## config.mk

```make
export PLATFORM = sky130hd
export DESIGN_NAME = rx_byte_ring_with_drop_counters
export DESIGN_NICKNAME = d
export VERILOG_FILES = /design/src/sv/rbr_pkg.sv /design/src/sv/rbr_ram.sv /design/src/sv/rbr_ctrl.sv /design/src/sv/rx_byte_ring_with_drop_counters.sv
export SDC_FILE = /design/constraint.sdc
export NUM_CORES = 1
export LEC_CHECK = 0
export BUFFER_PORTS_ARGS = -buffer_cell sky130_fd_sc_hd__buf_4
export CAP_MARGIN = 20
export CORE_UTILIZATION = 57
export CTS_CLUSTER_DIAMETER = 50
export CTS_CLUSTER_SIZE = 30
export DETAILED_ROUTE_END_ITERATION = 16
export HOLD_SLACK_MARGIN = 0.03
export PLACE_DENSITY = 0.73
export SYNTH_ARGS = -nofsm -noshare
export SYNTH_HDL_FRONTEND = slang
export SYNTH_SLANG_ARGS = --single-unit
```

## constraint.sdc

```tcl
create_clock -name clk_i -period 10.8 [get_ports clk_i]
set_clock_uncertainty 0.15 [all_clocks]
set_input_delay 2.16 -clock clk_i [delete_from_list [all_inputs] [get_ports clk_i]]
set_output_delay 2.16 -clock clk_i [all_outputs]
set_load 0.02 [all_outputs]
```

## src/sv/rbr_pkg.sv

```systemverilog
// Shared types and constants for the receive byte ring.
`default_nettype none

package rbr_pkg;

  // Field widths
  localparam int unsigned ByteW = 8;
  localparam int unsigned CntW  = 32;
  localparam int unsigned OpW   = 2;

  // Input word operation codes
  typedef enum logic [OpW-1:0] {
    OP_RECEIVE = 2'd0,
    OP_READ    = 2'd1,
    OP_OVERRUN = 2'd2,
    OP_CLEAR   = 2'd3
  } op_e;

  // Ring memory access strobes for one word
  typedef struct packed {
    logic wr_en;
    logic rd_en;
  } mem_ctl_t;

endpackage : rbr_pkg

`default_nettype wire

```

## src/sv/rbr_ram.sv

```systemverilog
// Ring storage: single write port, single read port, registered read data.
`default_nettype none

module rbr_ram
  import rbr_pkg::*;
#(
  parameter int unsigned Depth = 128,
  parameter int unsigned AddrW = 7
) (
  input  wire  logic             clk_i,
  input  wire  mem_ctl_t         mem_ctl_i,
  input  wire  logic [AddrW-1:0] wr_addr_i,
  input  wire  logic [ByteW-1:0] wr_data_i,
  input  wire  logic [AddrW-1:0] rd_addr_i,
  output logic       [ByteW-1:0] rd_data_o
);

  logic [ByteW-1:0] mem_q [Depth];
  logic [ByteW-1:0] rd_data_q;

  // Write port
  always_ff @(posedge clk_i) begin
    if (mem_ctl_i.wr_en) begin
      mem_q[wr_addr_i] <= wr_data_i;
    end
  end

  // Read port, registered read data
  always_ff @(posedge clk_i) begin
    if (mem_ctl_i.rd_en) begin
      rd_data_q <= mem_q[rd_addr_i];
    end
  end

  assign rd_data_o = rd_data_q;

endmodule : rbr_ram

`default_nettype wire

```

## src/sv/rbr_ctrl.sv

```systemverilog
// Ring pointers, full/empty decisions and the drop and overrun counters.
`default_nettype none

module rbr_ctrl
  import rbr_pkg::*;
#(
  parameter int unsigned Depth = 128,
  parameter int unsigned IdxW  = 7
) (
  input  wire  logic             clk_i,
  input  wire  logic             rst_ni,
  input  wire  logic             accept_i,
  input  wire  op_e              op_i,
  input  wire  logic [ByteW-1:0] rx_byte_i,
  output mem_ctl_t               mem_ctl_o,
  output logic       [IdxW-1:0]  wr_addr_o,
  output logic       [ByteW-1:0] wr_data_o,
  output logic       [IdxW-1:0]  rd_addr_o,
  output logic       [CntW-1:0]  overflow_count_o,
  output logic       [CntW-1:0]  overrun_count_o
);

  localparam logic [IdxW-1:0] LastIdx = IdxW'(Depth - 1);

  logic [IdxW-1:0] wr_idx_q, wr_idx_d, wr_idx_nxt;
  logic [IdxW-1:0] rd_idx_q, rd_idx_d, rd_idx_nxt;
  logic [CntW-1:0] overflow_q, overflow_d;
  logic [CntW-1:0] overrun_q, overrun_d;
  logic            full, empty;

  // Wrapping pointer advance, also for depths that are not a power of two
  assign wr_idx_nxt = (wr_idx_q == LastIdx) ? '0 : wr_idx_q + IdxW'(1);
  assign rd_idx_nxt = (rd_idx_q == LastIdx) ? '0 : rd_idx_q + IdxW'(1);

  // Ring keeps one slot free
  assign full  = (wr_idx_nxt == rd_idx_q);
  assign empty = (wr_idx_q == rd_idx_q);

  // Decode one accepted word
  always_comb begin
    mem_ctl_o  = '0;
    wr_idx_d   = wr_idx_q;
    rd_idx_d   = rd_idx_q;
    overflow_d = overflow_q;
    overrun_d  = overrun_q;
    if (accept_i) begin
      unique case (op_i)
        OP_RECEIVE: begin
          if (full) begin
            overflow_d = overflow_q + CntW'(1);
          end else begin
            mem_ctl_o.wr_en = 1'b1;
            wr_idx_d        = wr_idx_nxt;
          end
        end
        OP_READ: begin
          if (!empty) begin
            mem_ctl_o.rd_en = 1'b1;
            rd_idx_d        = rd_idx_nxt;
          end
        end
        OP_OVERRUN: begin
          overrun_d = overrun_q + CntW'(1);
        end
        OP_CLEAR: begin
          overflow_d = '0;
          overrun_d  = '0;
        end
        default: begin
          overflow_d = overflow_q;
        end
      endcase
    end
  end

  // Pointer and counter state
  always_ff @(posedge clk_i or negedge rst_ni) begin
    if (!rst_ni) begin
      wr_idx_q   <= '0;
      rd_idx_q   <= '0;
      overflow_q <= '0;
      overrun_q  <= '0;
    end else begin
      wr_idx_q   <= wr_idx_d;
      rd_idx_q   <= rd_idx_d;
      overflow_q <= overflow_d;
      overrun_q  <= overrun_d;
    end
  end

  assign wr_addr_o        = wr_idx_q;
  assign wr_data_o        = rx_byte_i;
  assign rd_addr_o        = rd_idx_q;
  assign overflow_count_o = overflow_q;
  assign overrun_count_o  = overrun_q;

`ifndef SYNTHESIS
  // A word either pushes or pops, never both
  a_no_dual_access: assert property (@(posedge clk_i) disable iff (!rst_ni)
    !(mem_ctl_o.wr_en && mem_ctl_o.rd_en))
    else $error("ring written and read by the same word");

  // A pop only happens on a non-empty ring
  a_pop_nonempty: assert property (@(posedge clk_i) disable iff (!rst_ni)
    mem_ctl_o.rd_en |-> (rd_idx_q != wr_idx_q))
    else $error("pop from empty ring");

  // Clear leaves both counters at zero
  a_clear_zero: assert property (@(posedge clk_i) disable iff (!rst_ni)
    (accept_i && (op_i == OP_CLEAR)) |=> ((overflow_q == '0) && (overrun_q == '0)))
    else $error("counters not cleared");
`endif

endmodule : rbr_ctrl

`default_nettype wire

```

## src/sv/rx_byte_ring_with_drop_counters.sv

```systemverilog
// An accepted word passes the read stage register and then the output word register.
// A new word is not taken until the previous one has left the read stage, which waits on the ring memory read.
// The input waits while a result sits in the read stage or the output word is stalled.
// Reset (rst_ni, async, active low) clears pointers, counters and valid flags.
// Ring memory contents are not reset; only written entries are ever popped.
`default_nettype none

module rx_byte_ring_with_drop_counters
  import rbr_pkg::*;
#(
  parameter int unsigned RING_DEPTH = 128
) (
  input  wire  logic        clk_i,
  input  wire  logic        rst_ni,
  input  wire  logic        s_axis_tvalid,
  output logic              s_axis_tready,
  input  wire  logic [7:0]  s_axis_tdata,  // [7:0] rx_byte
  input  wire  logic [1:0]  s_axis_tuser,  // [1:0] operation
  output logic              m_axis_tvalid,
  input  wire  logic        m_axis_tready,
  output logic [71:0]       m_axis_tdata,  // [7:0] byte_out, [39:8] overflow_count,
                                           // [71:40] overrun_count
  output logic [0:0]        m_axis_tuser   // [0] byte_valid
);

  localparam int unsigned IdxW = (RING_DEPTH > 1) ? $clog2(RING_DEPTH) : 1;

  logic             accept;
  logic             out_free;
  mem_ctl_t         mem_ctl;
  logic [IdxW-1:0]  wr_addr;
  logic [IdxW-1:0]  rd_addr;
  logic [ByteW-1:0] wr_data;
  logic [ByteW-1:0] rd_data;
  logic [CntW-1:0]  overflow_count;
  logic [CntW-1:0]  overrun_count;

  logic             s1_valid_q;
  logic             s1_pop_q;
  logic             out_valid_q;
  logic             out_byte_valid_q;
  logic [71:0]      out_data_q;

  // Input side handshake
  assign out_free      = !out_valid_q || m_axis_tready;
  assign s_axis_tready = !s1_valid_q && out_free;
  assign accept        = s_axis_tvalid && s_axis_tready;

  rbr_ctrl #(
    .Depth (RING_DEPTH),
    .IdxW  (IdxW)
  ) u_ctrl (
    .clk_i            (clk_i),
    .rst_ni           (rst_ni),
    .accept_i         (accept),
    .op_i             (op_e'(s_axis_tuser)),
    .rx_byte_i        (s_axis_tdata),
    .mem_ctl_o        (mem_ctl),
    .wr_addr_o        (wr_addr),
    .wr_data_o        (wr_data),
    .rd_addr_o        (rd_addr),
    .overflow_count_o (overflow_count),
    .overrun_count_o  (overrun_count)
  );

  rbr_ram #(
    .Depth (RING_DEPTH),
    .AddrW (IdxW)
  ) u_ram (
    .clk_i     (clk_i),
    .mem_ctl_i (mem_ctl),
    .wr_addr_i (wr_addr),
    .wr_data_i (wr_data),
    .rd_addr_i (rd_addr),
    .rd_data_o (rd_data)
  );

  // Read stage: waits for the memory read data
  always_ff @(posedge clk_i or negedge rst_ni) begin
    if (!rst_ni) begin
      s1_valid_q <= 1'b0;
      s1_pop_q   <= 1'b0;
    end else begin
      s1_valid_q <= accept;
      s1_pop_q   <= mem_ctl.rd_en;
    end
  end

  // Output word register
  always_ff @(posedge clk_i or negedge rst_ni) begin
    if (!rst_ni) begin
      out_valid_q <= 1'b0;
    end else if (s1_valid_q) begin
      out_valid_q <= 1'b1;
    end else if (m_axis_tready) begin
      out_valid_q <= 1'b0;
    end
  end

  always_ff @(posedge clk_i) begin
    if (s1_valid_q) begin
      out_byte_valid_q <= s1_pop_q;
      out_data_q       <= {overrun_count, overflow_count,
                           (s1_pop_q ? rd_data : {ByteW{1'b0}})};
    end
  end

  assign m_axis_tvalid = out_valid_q;
  assign m_axis_tdata  = out_data_q;
  assign m_axis_tuser  = out_byte_valid_q;

`ifndef SYNTHESIS
  // Pending read stage blocks new words
  a_s1_blocks_input: assert property (@(posedge clk_i) disable iff (!rst_ni)
    s1_valid_q |-> !s_axis_tready)
    else $error("word accepted while read stage busy");

  // Read stage always lands in the output register
  a_s1_to_out: assert property (@(posedge clk_i) disable iff (!rst_ni)
    s1_valid_q |=> m_axis_tvalid)
    else $error("result lost between read stage and output");

  // Accepted word always reaches the read stage
  a_accept_to_s1: assert property (@(posedge clk_i) disable iff (!rst_ni)
    accept |=> s1_valid_q)
    else $error("accepted word not tracked");
`endif

endmodule : rx_byte_ring_with_drop_counters

`default_nettype wire
```

Yosys cells after proc, flatten, opt, wreduce, memory -nomap -nowiden
Memory sizes are Yosys's and may differ from the RTL's. A register that Yosys moved wholly into a read port is not among the register bits.
Index checks and enable logic that the tools add are counted.
- memory bits (writable): 1024
- memories: 1
- bits in registers: 154
- bits of input ports: 14
- memory list (memory ; depth ; bits a word ; rd ports ; clocked after Yosys merged registers in ; wr ports ; RTL line ; source):
    u_ram.mem_q ; 128 ; 8 ; 1 ; 1 ; 1 ; rbr_ram.sv:18 ; logic [ByteW-1:0] mem_q [Depth];
- reduce and logical (&&, ||, !) cells: 13
- muxes and demuxes: 14
- equal/unequal tests: 8
- add/subtract/negate cells: 4
- bitwise operators: 2
- operator list (kind ; count):
    32-bit one-hot mux with 2 select lines ; 2
    32-bit by 1-bit adder with 32-bit output, second input constant ; 2
    32-bit 2-to-1 mux ; 1
    7-bit by 1-bit adder with 7-bit output, second input constant ; 2
    7-bit == test ; 2
    7-bit == test, second input constant ; 2
    7-bit 2-to-1 mux ; 2
    3-bit AND reduction ; 3
    1-bit 2-to-1 mux ; 8
    2-bit nonzero test ; 3
    2-bit == test, second input constant ; 2
    2-bit by 1-bit == test with 1-bit output, second input constant ; 1
    1-bit logical AND ; 2
    1-bit logical NOT ; 2
    2-bit logical NOT ; 1
    2-bit 2-to-1 mux ; 1
    2-bit by 1-bit inequality test with 1-bit output, second input constant ; 1
    1-bit inverter ; 2
    2-bit AND reduction ; 1
    1-bit logical OR ; 1

Longest topological paths before layout
- depth in word-level cells: 8
- gate-level depth with buffers: 10
- depth with buffers taken out: 7

Hierarchy
From an unflattened synthesis, not the netlist that was laid out.
- cells, all modules: 2231
- area total of the unflattened synthesis: 46757.3 um^2
- modules (own cells, without submodules) (module ; area each (um^2) ; seq. area each (um^2) ; cells each ; instances):
    rbr_ram ; 39745.6 ; 30989.7 ; 1635 ; 1
    rbr_ctrl ; 4658.2 ; 1951.9 ; 508 ; 1
    rx_byte_ring_with_drop_counters ; 2353.5 ; 2267.2 ; 88 ; 1

Worst setup path before layout
OpenSTA, ideal clock, no wires.
- path type: input to output
- start: input m_axis_tready
- end: output s_axis_tready
- cell stages on the path: 3
- required time: 8.490 ns
- data arrival time: 2.500 ns
- slack: 5.990 ns
- buffers on the path: 0
- path through: nand2b_1 -> nand2b_1 -> inv_1
- word-level cells in the longest chain between the ends: 2
- ends and longest elaborated chain (item ; RTL line ; source):
    from (decl) ; rx_byte_ring_with_drop_counters.sv:20 ; input wire logic m_axis_tready,
    1-bit logical OR ; rx_byte_ring_with_drop_counters.sv:45 ; assign out_free = !out_valid_q || m_axis_tready;
    1-bit logical AND ; rx_byte_ring_with_drop_counters.sv:46 ; assign s_axis_tready = !s1_valid_q && out_free;
    to (decl) ; rx_byte_ring_with_drop_counters.sv:16 ; output logic s_axis_tready,
No other way between the ends.

Final worst setup path
- start: register u_ctrl.rd_idx_q[3] (netlist: u_ctrl.rd_addr_o[3])
- end: memory u_ram.mem_q[52][5], enable pin
- word-level cells in the longest chain between the ends: 6
- ends and longest elaborated chain (item ; RTL line ; source):
    from (decl) ; rbr_ctrl.sv:26 ; logic [IdxW-1:0] rd_idx_q, rd_idx_d, rd_idx_nxt;
    from (signal assigned) ; rbr_ctrl.sv:85 ; rd_idx_q <= rd_idx_d;
    7-bit == test ; rbr_ctrl.sv:36 ; assign full = (wr_idx_nxt == rd_idx_q);
    1-bit 2-to-1 mux ; rbr_ctrl.sv:49 ; if (full) begin
    1-bit 2-to-1 mux ; rbr_ctrl.sv:47 ; unique case (op_i)
    2-bit 2-to-1 mux ; rbr_ctrl.sv:46 ; if (accept_i) begin
    1-bit 2-to-1 mux ; rbr_ram.sv:23 ; if (mem_ctl_i.wr_en) begin
    1-bit 2-to-1 mux (not written as such) ; rbr_ram.sv:24 ; mem_q[wr_addr_i] <= wr_data_i;
    to (decl) ; rbr_ram.sv:18 ;
No other way between the ends.

==> metrics.csv <==
stage;metric;value;unit
layout;synthToLayoutAreaGrowth;12.00;%
logic_synthesis;synth_warnings;0;
timing;max-slew-margin-rel;0.2429;
timing;fmax;196.4;MHz
logic_synthesis;synthDistinctLibCells;68;
critical_path;worstPathMaxFanout;65;
route;drtPass1Iterations;6;
layout;final_common_cell;edfxtp_1;
grt;groute.usage.overall;0.2813;
clock_network;cts-root-buf;clkbuf_16;
timing;setup_tns;0;ps
logic_synthesis;ys_async_sr_fraction;0.06830;
clock_network;cts_sinks;1186;
critical_path;worstRegToRegCells;8;
layout;multi_input_area;11090;um^2
critical_path;worstSetupStartpoint;u_ctrl.rd_addr_o[3];
critical_path;start_kind;flop;
critical_path;worstSetupPathType;reg2reg;
clock_network;clock_latency;690;ps
critical_path;r2r_start;u_ctrl.rd_addr_o[3];
logic_synthesis;synth_area;47020;um^2
placement;io_buffer_count;88;
route;drc;0;
clock_network;cts_inserted_buffers;100;
clock_network;postCtsSetupBuffers;0;
logic_synthesis;syn_nets;2506;
critical_path;crit_end;u_ram.mem_q[52][5];
critical_path;crit_path_end_kind;flop;
clock_network;cts_tree;yes;
logic_synthesis;syn-instance-count;2488;
grt;grt_start_max_net_pins;133;
route;drtIter0Drc;3314;
layout;drive_above_1_share;0.2367;
logic_synthesis;synth_ff_type;edfxtp_1;
route;via_per_inst;6.784;
worst_hold_path;hold_start;u_ctrl.overrun_count_o[13];
grt;grt_pass1_vias;24710;
layout;nets;2634;
power_and_ir_drop;finalPower;0.01230;W
timing;rsz0062_at_grt;false;
floorplanning;die-area;83640;um^2
outcome;outcome;completed;
grt;antenna_found_initial;2;
timing;hold_viol;0;
grt;grt-ovfl-total;0;
route;ant_nets;0;
grt;grt_pass1_wl;168.5;mm
timing;final-max-slew-violation-count;0;
power_and_ir_drop;vdd_drop_max;0.1911;mV
critical_path;cp.arrival;5230;ps
clock_network;cts_buffer_depth;3;
power_and_ir_drop;power_density;233.6;nW/um^2
floorplanning;die_x;289.2;um
critical_path;r2r-end;u_ram.mem_q[52][5];
floorplanning;fp.dieH;289.2;um
logic_synthesis;seq_area_frac_synth;0.7488;
critical_path;r2r_setup_slack;5710;ps
logic_synthesis;avgSynthCellArea;18.90;um^2
timing;setup_viol_count_final;0;
layout;regArea;35220;um^2
clock_network;htree_levels;3;
power_and_ir_drop;p_leak;17.03;nW
clock_network;clkTransAtPathRegs;80;ps
worst_hold_path;hold_path_class;reg2reg;
timing;period_share;0.4715;
floorplanning;fp-row-count;104;
layout;nFillCells;5296;
logic_synthesis;ys_ff_latch;1186;
placement;gp_congestion;0.9383;
layout;final_cell_mix;edfxtp_1, mux4_2, nor3_1;
floorplanning;start_util;0.5800;
critical_path;critPathRequiredTime;10940;ps
clock_network;ctsResizeCount;0;
timing;layout_min_cycle_time;5093;ps
timing;worstMarginPinSlew;1136;ps
placement;dp_hpwl;68.85;mm
route;via_count;25540;
route;wirelength;115.8;mm
logic_synthesis;synth-edff-count;1105;
worst_hold_path;hold_path_depth;0;
clock_network;ctsHoldBuffers;0;
route;wl_per_cell;30.77;um
floorplanning;coreArea;81070;um^2
run;drv_cap;0;
timing;holdWs;323.4;ps
floorplanning;io_pins;89;
[worst min path at each step]
stage	to	slack [ps]
finish	m_axis_tdata[53]	320
global route	m_axis_tdata[53]	340
CTS	m_axis_tdata[53]	330
detailed placement	m_axis_tdata[53]	290
global placement	m_axis_tdata[53]	290
floorplan	m_axis_tdata[53]	270
[routing by layer]
metal  routed length (um)  vias up  part of all wire  GRT usage
met1                43720    13150              0.38     0.3954
met3                12470      217              0.11    0.05685
met4                 3780        2             0.033    0.09684
met2                55860     1718              0.48     0.4450
li1                     -    10450                 -          -
met5                   13        -           0.00011          0
[registers in the layout, summed over array words and instances, names as in the netlist]
| signal | count |
|---|---|
| m_axis_tvalid | 1 |
| u_ctrl.overrun_count_o | 32 |
| u_ram.mem_q | 1024 |
| u_ram.rd_data_o | 8 |
| u_ctrl.overflow_count_o | 32 |
| s1_valid_q | 1 |
| m_axis_tuser | 1 |
| u_ctrl.wr_addr_o | 7 |
| s1_pop_q | 1 |
| m_axis_tdata | 72 |
| u_ctrl.rd_addr_o | 7 |
[critical path, stage by stage, from the launching register on]
cell,delay [ps]
dfrtp_2,750
buf_4,710
o21ai_0,370
o211ai_4,140
buf_4,500
o21ai_4,60
buf_4,390
buf_4,560
nor3_1,1000
[power by group]
part / total (W) / switching [W] / internal [W]
clock network: 0.00391 / 0.00188 / 0.00203
registers: 0.00525 / 0.000163 / 0.00509
logic: 0.00314 / 0.00190 / 0.00124
total: 0.0123 / 0.00394 / 0.00836
[synth_stat cells, types with 30 or more instances]
| library cell | n | area [um^2] |
|---|---|---|
| a21oi_1 | 46 | 230.2 |
| or4_1 | 30 | 225.2 |
| nand2_1 | 109 | 409.1 |
| dfrtp_1 | 81 | 2027 |
| clkbuf_1 | 67 | 251.5 |
| mux2i_1 | 78 | 780.8 |
| edfxtp_1 | 1105 | 33180 |
| mux4_2 | 244 | 5495 |
| nand3_1 | 54 | 270.3 |
| nor3_1 | 128 | 640.6 |
| buf_2 | 62 | 310.3 |
| o31ai_1 | 31 | 232.7 |
| nor2_1 | 86 | 322.8 |
[area by class of cell]
cell class	instances	area share
sequential	1186	0.6689
multi-input combinational	1135	0.2106
timing repair buffer	180	0.02516
inverter	13	0.0009267
clock buffer	106	0.04956
antenna	1	0.00004752
clock inverter	84	0.01958
tap	1060	0.02519
[cells by family (layout without fill, tap and decap cells)]
logic type      Yosys count  after routing  synth area share
compound gates          229            229           0.03385
flops                  1186           1186            0.7488
mux                     328            328            0.1349
fa+ha+maj                 4              4          0.001064
buf+inv                 167            383           0.01610
other cells               0              1                 0
xor+xnor                 42             42          0.007824
simple gates            532            532           0.05740
[metrics by stage]
stage	utilization	instances	worst slack (ps)	area, um^2
3_5_place_dp	0.6007	3521	5140	48700
5_1_grt	0.6495	3764	5509	52660
2_1_floorplan	-	2488	5990	47020
3_3_place_gp	0.6004	3518	5371	48670
4_1_cts	0.6456	3711	5710	52340
6_report	0.6496	3765	5707	52660
Note: power is estimated with default switching activity, not from simulation.
